===== src/design/lcs_pkg.sv =====
// Shared types and constants for the launch control sequencer.
package lcs_pkg;

   localparam int CSR_ADDR_WIDTH = 5;
   localparam int CSR_DATA_WIDTH = 32;

   typedef enum logic [2:0] {
      REG_READY_ACCEL_LIMIT = 3'd0,
      REG_READY_BRAKE_LIMIT = 3'd1,
      REG_READY_SPEED_LIMIT = 3'd2,
      REG_GO_ACCEL_LEVEL    = 3'd3,
      REG_STOP_ACCEL_LEVEL  = 3'd4,
      REG_RAMP_SLOPE        = 3'd5
   } reg_index_type;

   typedef struct packed {
      logic [11:0] ready_accel_limit;
      logic [10:0] ready_brake_limit;
      logic [15:0] ready_speed_limit;
      logic [11:0] go_accel_level;
      logic [11:0] stop_accel_level;
      logic [23:0] ramp_slope;
   } lcs_cfg_type;

   localparam logic [11:0] RST_READY_ACCEL_LIMIT = 12'd100;
   localparam logic [10:0] RST_READY_BRAKE_LIMIT = 11'd100;
   localparam logic [15:0] RST_READY_SPEED_LIMIT = 16'd100;
   localparam logic [11:0] RST_GO_ACCEL_LEVEL    = 12'd1500;
   localparam logic [11:0] RST_STOP_ACCEL_LEVEL  = 12'd500;
   localparam logic [23:0] RST_RAMP_SLOPE        = 24'd429556;

   localparam logic signed [12:0] LAUNCH_TORQUE = 13'sd2142;
   localparam logic [10:0]        RAMP_OFFSET   = 11'd1500;
   localparam logic [14:0]        SPEED_CAP     = 15'd20000;
   localparam logic [10:0]        REGEN_FLOOR   = 11'd1500;
   localparam logic [15:0]        TIMER_MAX     = 16'hFFFF;

endpackage


===== src/design/lcs_csr.sv =====
// Configuration register file with its APB-style access port.
module lcs_csr
   import lcs_pkg::*;
(
   input  logic                      clock,
   input  logic                      reset,
   input  logic                      psel,
   input  logic                      penable,
   input  logic                      pwrite,
   input  logic [CSR_ADDR_WIDTH-1:0] paddr,
   input  logic [CSR_DATA_WIDTH-1:0] pwdata,
   output logic [CSR_DATA_WIDTH-1:0] prdata,
   output logic                      pready,
   output lcs_cfg_type               cfg
);

   lcs_cfg_type   cfg_ff;
   reg_index_type reg_index;
   logic          write_en;

   assign pready    = 1'b1;
   assign reg_index = reg_index_type'(paddr[CSR_ADDR_WIDTH-1:2]);
   assign write_en  = psel && penable && pwrite && pready;
   assign cfg       = cfg_ff;

   always_ff @(posedge clock) begin
      if (reset) begin
         cfg_ff.ready_accel_limit <= RST_READY_ACCEL_LIMIT;
         cfg_ff.ready_brake_limit <= RST_READY_BRAKE_LIMIT;
         cfg_ff.ready_speed_limit <= RST_READY_SPEED_LIMIT;
         cfg_ff.go_accel_level    <= RST_GO_ACCEL_LEVEL;
         cfg_ff.stop_accel_level  <= RST_STOP_ACCEL_LEVEL;
         cfg_ff.ramp_slope        <= RST_RAMP_SLOPE;
      end else if (write_en) begin
         case (reg_index)
            REG_READY_ACCEL_LIMIT: cfg_ff.ready_accel_limit <= pwdata[11:0];
            REG_READY_BRAKE_LIMIT: cfg_ff.ready_brake_limit <= pwdata[10:0];
            REG_READY_SPEED_LIMIT: cfg_ff.ready_speed_limit <= pwdata[15:0];
            REG_GO_ACCEL_LEVEL:    cfg_ff.go_accel_level    <= pwdata[11:0];
            REG_STOP_ACCEL_LEVEL:  cfg_ff.stop_accel_level  <= pwdata[11:0];
            REG_RAMP_SLOPE:        cfg_ff.ramp_slope        <= pwdata[23:0];
            default: ;
         endcase
      end
   end

   always_comb begin
      case (reg_index)
         REG_READY_ACCEL_LIMIT: prdata = 32'(cfg_ff.ready_accel_limit);
         REG_READY_BRAKE_LIMIT: prdata = 32'(cfg_ff.ready_brake_limit);
         REG_READY_SPEED_LIMIT: prdata = 32'(cfg_ff.ready_speed_limit);
         REG_GO_ACCEL_LEVEL:    prdata = 32'(cfg_ff.go_accel_level);
         REG_STOP_ACCEL_LEVEL:  prdata = 32'(cfg_ff.stop_accel_level);
         REG_RAMP_SLOPE:        prdata = 32'(cfg_ff.ramp_slope);
         default:               prdata = '0;
      endcase
   end

endmodule


===== src/design/launch_control_sequencer.sv =====
// Launch control sequencer top level: input register, phase machine, result register.
//
// Usage:
//   One transaction on the req_ channel carries one control tick (pedals, top
//   motor speed, elapsed milliseconds, launch enable). Each tick yields exactly
//   one transaction on the rsp_ channel with the torque and speed setpoints and
//   the phase after the tick.
//   Path: a tick accepted into the input register shows its result as rsp_valid
//   once it moves into the result register. Throughput: one tick per cycle
//   while rsp_stall is low, set by the single pass of compare, timer add and
//   one 24x16 multiply between the input register and the result register.
//   Stall: while rsp_stall holds a waiting result, one more tick is taken
//   into the input register; req_stall then rises until the result drains.
//   Reset (synchronous, active high): phase disarmed, launch timer and held
//   setpoints zero, both stages empty, configuration back to defaults.
//   Configuration: csr_ APB-style port, register i at byte address 4*i; write
//   only while no tick is in flight.
module launch_control_sequencer
   import lcs_pkg::*;
(
   input  logic                      clock,
   input  logic                      reset,
   // tick input
   input  logic                      req_valid,
   output logic                      req_stall,
   input  logic [11:0]               req_accel_level,
   input  logic [10:0]               req_brake_level,
   input  logic [15:0]               req_top_motor_speed,
   input  logic [7:0]                req_elapsed_ms,
   input  logic                      req_launch_enabled,
   // setpoint output
   output logic                      rsp_valid,
   input  logic                      rsp_stall,
   output logic signed [12:0]        rsp_torque_command,
   output logic [14:0]               rsp_speed_command,
   output logic [1:0]                rsp_launch_phase,
   // configuration
   input  logic                      csr_psel,
   input  logic                      csr_penable,
   input  logic                      csr_pwrite,
   input  logic [CSR_ADDR_WIDTH-1:0] csr_paddr,
   input  logic [CSR_DATA_WIDTH-1:0] csr_pwdata,
   output logic [CSR_DATA_WIDTH-1:0] csr_prdata,
   output logic                      csr_pready
);

   typedef enum logic [1:0] {
      PH_DISARMED = 2'd0,
      PH_READY    = 2'd1,
      PH_LAUNCH   = 2'd2
   } phase_type;

   lcs_cfg_type cfg;

   lcs_csr u_csr (
      .clock   (clock),
      .reset   (reset),
      .psel    (csr_psel),
      .penable (csr_penable),
      .pwrite  (csr_pwrite),
      .paddr   (csr_paddr),
      .pwdata  (csr_pwdata),
      .prdata  (csr_prdata),
      .pready  (csr_pready),
      .cfg     (cfg)
   );

   // Input register stage.
   logic        s1_valid_ff;
   logic [11:0] s1_accel_ff;
   logic [10:0] s1_brake_ff;
   logic [15:0] s1_speed_ff;
   logic [7:0]  s1_elapsed_ff;
   logic        s1_enabled_ff;

   // Sequencer state. The result registers double as the held setpoints,
   // since they change only when a tick is processed.
   phase_type          phase_ff, phase_in;
   logic [15:0]        timer_ff, timer_in;
   logic               rsp_valid_ff;
   logic signed [12:0] torque_ff, torque_in;
   logic [14:0]        speed_ff, speed_in;

   logic        advance;
   logic [16:0] timer_sum;
   logic [15:0] timer_adv;
   logic [39:0] ramp_prod;
   logic [24:0] ramp_sum;
   logic [14:0] ramp_speed;
   logic [10:0] brake_cap;
   logic signed [12:0] regen_torque;

   // Move a tick into the result register when the result slot is free or draining.
   assign advance   = s1_valid_ff && (!rsp_valid_ff || !rsp_stall);
   assign req_stall = s1_valid_ff && rsp_valid_ff && rsp_stall;

   assign rsp_valid          = rsp_valid_ff;
   assign rsp_torque_command = torque_ff;
   assign rsp_speed_command  = speed_ff;
   assign rsp_launch_phase   = phase_ff;

   // Advance the launch timer, saturating at its top value.
   assign timer_sum = {1'b0, timer_ff} + 17'(s1_elapsed_ff);
   assign timer_adv = timer_sum[16] ? TIMER_MAX : timer_sum[15:0];

   // Speed ramp: Q8.16 slope times ms, drop the fraction, add offset, cap.
   assign ramp_prod  = 40'(cfg.ramp_slope) * 40'(timer_adv);
   assign ramp_sum   = {1'b0, ramp_prod[39:16]} + 25'(RAMP_OFFSET);
   assign ramp_speed = (ramp_sum > 25'(SPEED_CAP)) ? SPEED_CAP : ramp_sum[14:0];

   // Regen torque is minus the brake, floored at the regen limit.
   assign brake_cap    = (s1_brake_ff > REGEN_FLOOR) ? REGEN_FLOOR : s1_brake_ff;
   assign regen_torque = -$signed({2'b00, brake_cap});

   always_comb begin
      phase_in  = phase_ff;
      timer_in  = timer_ff;
      torque_in = torque_ff;
      speed_in  = speed_ff;
      if (!s1_enabled_ff) begin
         // Drop to disarmed with zero setpoints.
         phase_in  = PH_DISARMED;
         timer_in  = '0;
         torque_in = '0;
         speed_in  = '0;
      end else begin
         case (phase_ff)
            PH_READY: begin
               torque_in = '0;
               speed_in  = '0;
               timer_in  = '0;
               if (s1_brake_ff >= cfg.ready_brake_limit ||
                   s1_speed_ff >= cfg.ready_speed_limit) begin
                  phase_in = PH_DISARMED;
               end else if (s1_accel_ff >= cfg.go_accel_level) begin
                  phase_in = PH_LAUNCH;
               end
            end
            PH_LAUNCH: begin
               if (s1_accel_ff <= cfg.stop_accel_level ||
                   s1_brake_ff >= cfg.ready_brake_limit) begin
                  // Abort: repeat the previous setpoints, keep the timer.
                  phase_in = PH_DISARMED;
               end else begin
                  timer_in  = timer_adv;
                  torque_in = LAUNCH_TORQUE;
                  speed_in  = ramp_speed;
               end
            end
            default: begin
               torque_in = regen_torque;
               speed_in  = '0;
               timer_in  = '0;
               phase_in  = PH_DISARMED;
               if (s1_accel_ff < cfg.ready_accel_limit &&
                   s1_brake_ff < cfg.ready_brake_limit &&
                   s1_speed_ff < cfg.ready_speed_limit) begin
                  phase_in = PH_READY;
               end
            end
         endcase
      end
   end

   always_ff @(posedge clock) begin
      if (reset) begin
         s1_valid_ff  <= 1'b0;
         rsp_valid_ff <= 1'b0;
         phase_ff     <= PH_DISARMED;
         timer_ff     <= '0;
         torque_ff    <= '0;
         speed_ff     <= '0;
      end else begin
         // Capture a new tick whenever the input register is not held.
         if (!req_stall) begin
            s1_valid_ff <= req_valid;
         end
         if (advance) begin
            rsp_valid_ff <= 1'b1;
            phase_ff     <= phase_in;
            timer_ff     <= timer_in;
            torque_ff    <= torque_in;
            speed_ff     <= speed_in;
         end else if (!rsp_stall) begin
            rsp_valid_ff <= 1'b0;
         end
      end
   end

   // Tick payload needs no reset; it is qualified by s1_valid_ff.
   always_ff @(posedge clock) begin
      if (!req_stall) begin
         s1_accel_ff   <= req_accel_level;
         s1_brake_ff   <= req_brake_level;
         s1_speed_ff   <= req_top_motor_speed;
         s1_elapsed_ff <= req_elapsed_ms;
         s1_enabled_ff <= req_launch_enabled;
      end
   end

endmodule

===== config.mk =====
export PLATFORM = sky130hd
export DESIGN_NAME = launch_control_sequencer
export DESIGN_NICKNAME = d
export VERILOG_FILES = /design/src/design/lcs_pkg.sv /design/src/design/lcs_csr.sv /design/src/design/launch_control_sequencer.sv
export SDC_FILE = /design/constraint.sdc
export NUM_CORES = 1
export LEC_CHECK = 0
export ABC_CLOCK_PERIOD_IN_PS = 21700
export BUFFER_PORTS_ARGS = -buffer_cell sky130_fd_sc_hd__clkbuf_2
export CAP_MARGIN = 25
export CORE_MARGIN = 2
export CORE_UTILIZATION = 40
export DETAILED_ROUTE_END_ITERATION = 12
export PLACE_DENSITY_LB_ADDON = 0.3
export SLEW_MARGIN = 20
export SYNTH_ARGS = -nofsm -noshare
export SYNTH_HDL_FRONTEND = slang
export SYNTH_HIERARCHICAL = 1
export SYNTH_SLANG_ARGS = --single-unit

===== constraint.sdc =====
create_clock -name clock -period 21.7 [get_ports clock]
set_input_delay 1.085 -clock clock [delete_from_list [all_inputs] [get_ports clock]]
set_output_delay 1.085 -clock clock [all_outputs]
set_load 0.005 [all_outputs]

==> results.yml <==
synthesis:
  distinct_cells_synth: 103
  seq_area_frac_synth: 0.179
  postSynthRegisterBits: 183
  synth_area_sq_um: 23200
  asyncSetResetFlopFracSynth: 0
  synth_flop_cell: "sky130_fd_sc_hd__dfxtp_1"
  synth_enable_flop_cells: 48
  yosys_warnings: 6
  postSynthAreaPerCell_sq_um: 8.86
  postSynthCellCount: 2619
setup_path:
  timing.critical_path.mode_cell: "sky130_fd_sc_hd__fa_1"
  worst_r2r_startpoint: "s1_elapsed_ff[0]"
  worst_path_dominant_cell_family: "adder cells"
  timing.reg2reg.setup_slack_ps: 10480
  highest_delay_cell_along_the_critical_path: "sky130_fd_sc_hd__mux2i_4"
  cp_num_buf_inv: 3
  cp-start-kind: "register"
  critPathCaptureType: "register"
  worst-r2r-cell-count: 34
  worst_path_largest_cell_delay_ps: 780
  crit_fanout: 25
  worstReg2RegEnd: "rsp_speed_command[7]"
  critPathArrivalTime_ps: 11610
  critPathKind: "reg -> reg"
  cp_data_required_time_ps: 22100
timing:
  timing.final.crit_share: 0.517
  finClkSkew_ps: 26.2
  report.final.setup_viol: 0
  report.final.hold_viol_count: 0
  setup_tns_ps: 0
  max-slew-margin-rel: 0.301
  measured_slew_at_the_worst_slew_check_pin_ps: 1030
  final.min_clock_period_ps: 11220
  unrepaired_setup_endpoints_after_global_routing: "false"
  final_max_slew_viol_count: 0
  fmax_ghz: 0.0891
route:
  route.detailed.vias_per_inst: 5.37
  num_vias: 18500
  drt_pre_antenna_iters: 5
  detailed_route_wl_microns: 63000
  detail_route.wl_per_cell_microns: 18.2
  post-route-drc-count: 0
  detailedRoute.firstIterationViolations: 1209
  drtAntennaViolNets: 0
global_routing:
  overflow: 0
  grt_max_degree: 78
  number_of_antenna_violations_at_the_first_check_in_global_routing: 0
  grt_pass1_wl_microns: 102000
  first_global_vias: 19200
  grt_usage: 0.213
cells_and_area:
  layout-drive-gt1-share: 0.104
  mostFrequentLayoutCells: "439 x sky130_fd_sc_hd__inv_1, 327 x sky130_fd_sc_hd__nand2_1, 306 x sky130_fd_sc_hd__fa_1, 184 x sky130_fd_sc_hd__ha_1"
  final_cell_count_no_fill: 3451
  most_frequent_standard_cell_in_the_layout_excluding_fill_and_tap_cells: "sky130_fd_sc_hd__inv_1"
  num_antenna_cells: 0
  fin_nets: 3255
  area_growth_syn_to_layout_pct: 8.10
power_and_ir_drop:
  ir_worst_vdd_mv: 0.0813
  power_density_nw_per_um2: 67.3
  net-switching-power_w: 0.000808
  power_frac_clock: 0.195
  proportion_of_total_power_due_to_net_switching: 0.479
  p_leak_nw: 12.3
  power.share.combinational: 0.588
  power.share.sequential: 0.217
  p_int_w: 0.000879
clock_network:
  cts_root_buffer: "sky130_fd_sc_hd__clkbuf_16"
  clkTransAtPathRegs_ps: 80
  tritoncts: "done"
  htree_levels: 4
  clk_path_buf_depth: 2
  tritoncts_num_sinks: 183
  cts_setup_buffers: 0
  number_of_hold_buffers_added_after_cts: 0
  postCtsResizedCells: 0
  tritoncts.num_buffers: 17
  worst_skew_pair.late_latency_ps: 460
hold_path:
  worst_hold_stages: 1
  hold_startpoint: "rsp_speed_command[1]"
  holdPathEnd: "rsp_speed_command[1]"
  tightest_hold_check_type: "reg -> reg"
flow_run:
  cap_viol_max_count: 0
die:
  initial_core_util: 0.403
  design.die.area_sq_um: 60000
  floorplan.rows: 88
  die_h_microns: 245
  fp.coreArea_sq_um: 57600
  io_pins: 157
  dieWidth_microns: 245
place:
  dp_hpwl_microns: 50000
  placement.io_buffers: 137
  dpl.cell_count: 3418
  gp_congestion: 0.916
run_status:
  run_status: "completed"
## through the flow
step	worst slack [ps]	power, W	area (sq um)	utilization	hold WS (ps)
finish	10480	0.00169	25100	0.436	496
floorplan	12100	0.00110	23200	-	458
detailed placement	10360	0.00136	24500	0.425	474
CTS	10320	0.00169	25100	0.435	498
global route	9940	0.00183	25100	0.436	509
global placement	10550	0.00134	24400	0.424	467
## registers in the layout, indices dropped and copies added, names as in the netlist
name,cells
rsp_valid,1
s1_brake_ff,11
u_csr/cfg,87
s1_accel_ff,12
rsp_torque_command,13
s1_elapsed_ff,8
s1_valid_ff,1
timer_ff,16
s1_speed_ff,16
rsp_launch_phase,2
s1_enabled_ff,1
rsp_speed_command,15
## synth_stat cells, types with 19 or more instances
library cell / number / area share
sky130_fd_sc_hd__a21oi_1: 95 / 0.020
sky130_fd_sc_hd__nor2_1: 136 / 0.022
sky130_fd_sc_hd__dfxtp_1: 135 / 0.12
sky130_fd_sc_hd__mux2i_1: 86 / 0.037
sky130_fd_sc_hd__xor2_1: 19 / 0.0072
sky130_fd_sc_hd__clkbuf_1: 83 / 0.013
sky130_fd_sc_hd__buf_2: 22 / 0.0047
sky130_fd_sc_hd__edfxtp_1: 48 / 0.062
sky130_fd_sc_hd__nand2_1: 327 / 0.053
sky130_fd_sc_hd__xnor2_1: 35 / 0.013
sky130_fd_sc_hd__nand4_1: 19 / 0.0051
sky130_fd_sc_hd__nand3_1: 40 / 0.0086
sky130_fd_sc_hd__nor3_1: 25 / 0.0054
sky130_fd_sc_hd__a22oi_1: 35 / 0.011
sky130_fd_sc_hd__ha_1: 184 / 0.099
sky130_fd_sc_hd__o21ai_0: 47 / 0.010
sky130_fd_sc_hd__a21o_1: 34 / 0.011
sky130_fd_sc_hd__fa_1: 306 / 0.26
sky130_fd_sc_hd__and2_1: 131 / 0.035
sky130_fd_sc_hd__mux2_2: 22 / 0.011
sky130_fd_sc_hd__nand2b_1: 72 / 0.019
sky130_fd_sc_hd__inv_1: 439 / 0.071
## kinds of logic (layout without fill, tap and decap cells)
family	count (synthesis)	in the layout	synth area share
simple gates	849	849	0.182
buf+inv	570	630	0.0992
fa+ha+maj	490	490	0.363
compound gates	363	363	0.109
flops	183	183	0.179
mux	108	108	0.0478
xor+xnor	54	54	0.0204
other cells	2	9	0.000324
## worst max path at each step
stage	startpoint	endpoint	slack, ps	depth (start not counted)
after floorplan	s1_elapsed_ff[0]	rsp_speed_command[0]	12100	38
after global placement	s1_elapsed_ff[0]	rsp_speed_command[2]	10550	35
after detailed placement	s1_elapsed_ff[0]	rsp_speed_command[1]	10360	35
after CTS	s1_elapsed_ff[0]	rsp_speed_command[1]	10320	35
after global routing	s1_elapsed_ff[0]	rsp_speed_command[7]	9940	34
final	s1_elapsed_ff[0]	rsp_speed_command[7]	10480	34
## per-layer routing
metal	GRT usage	vias to the layer above	routed length (microns)
li1	-	8551	-
met2	0.357	550	30400
met3	0.0189	94	2950
met4	0.0821	0	2250
met5	0	-	0
met1	0.284	9346	27300
## area by class of cell
type                    count  area, sq um
multi-input cells        1873        16800
fillers                  5602        32500
clock inverters            15          189
repair buffers            159          887
flip-flops and latches    183         4140
well taps                 765          957
clock buffers              17          425
inverters                 439         1650
## power groups by stage
stage                     combinational [W]  sequential, W  clock [W]
after global placement             0.000968       0.000374          0
after CTS                          0.000991       0.000367   0.000333
after detailed placement           0.000983       0.000374          0
after global routing                0.00111       0.000367   0.000346
final                              0.000992       0.000367   0.000329
after floorplan                    0.000727       0.000370          0
(Power assumes the default switching activity.)
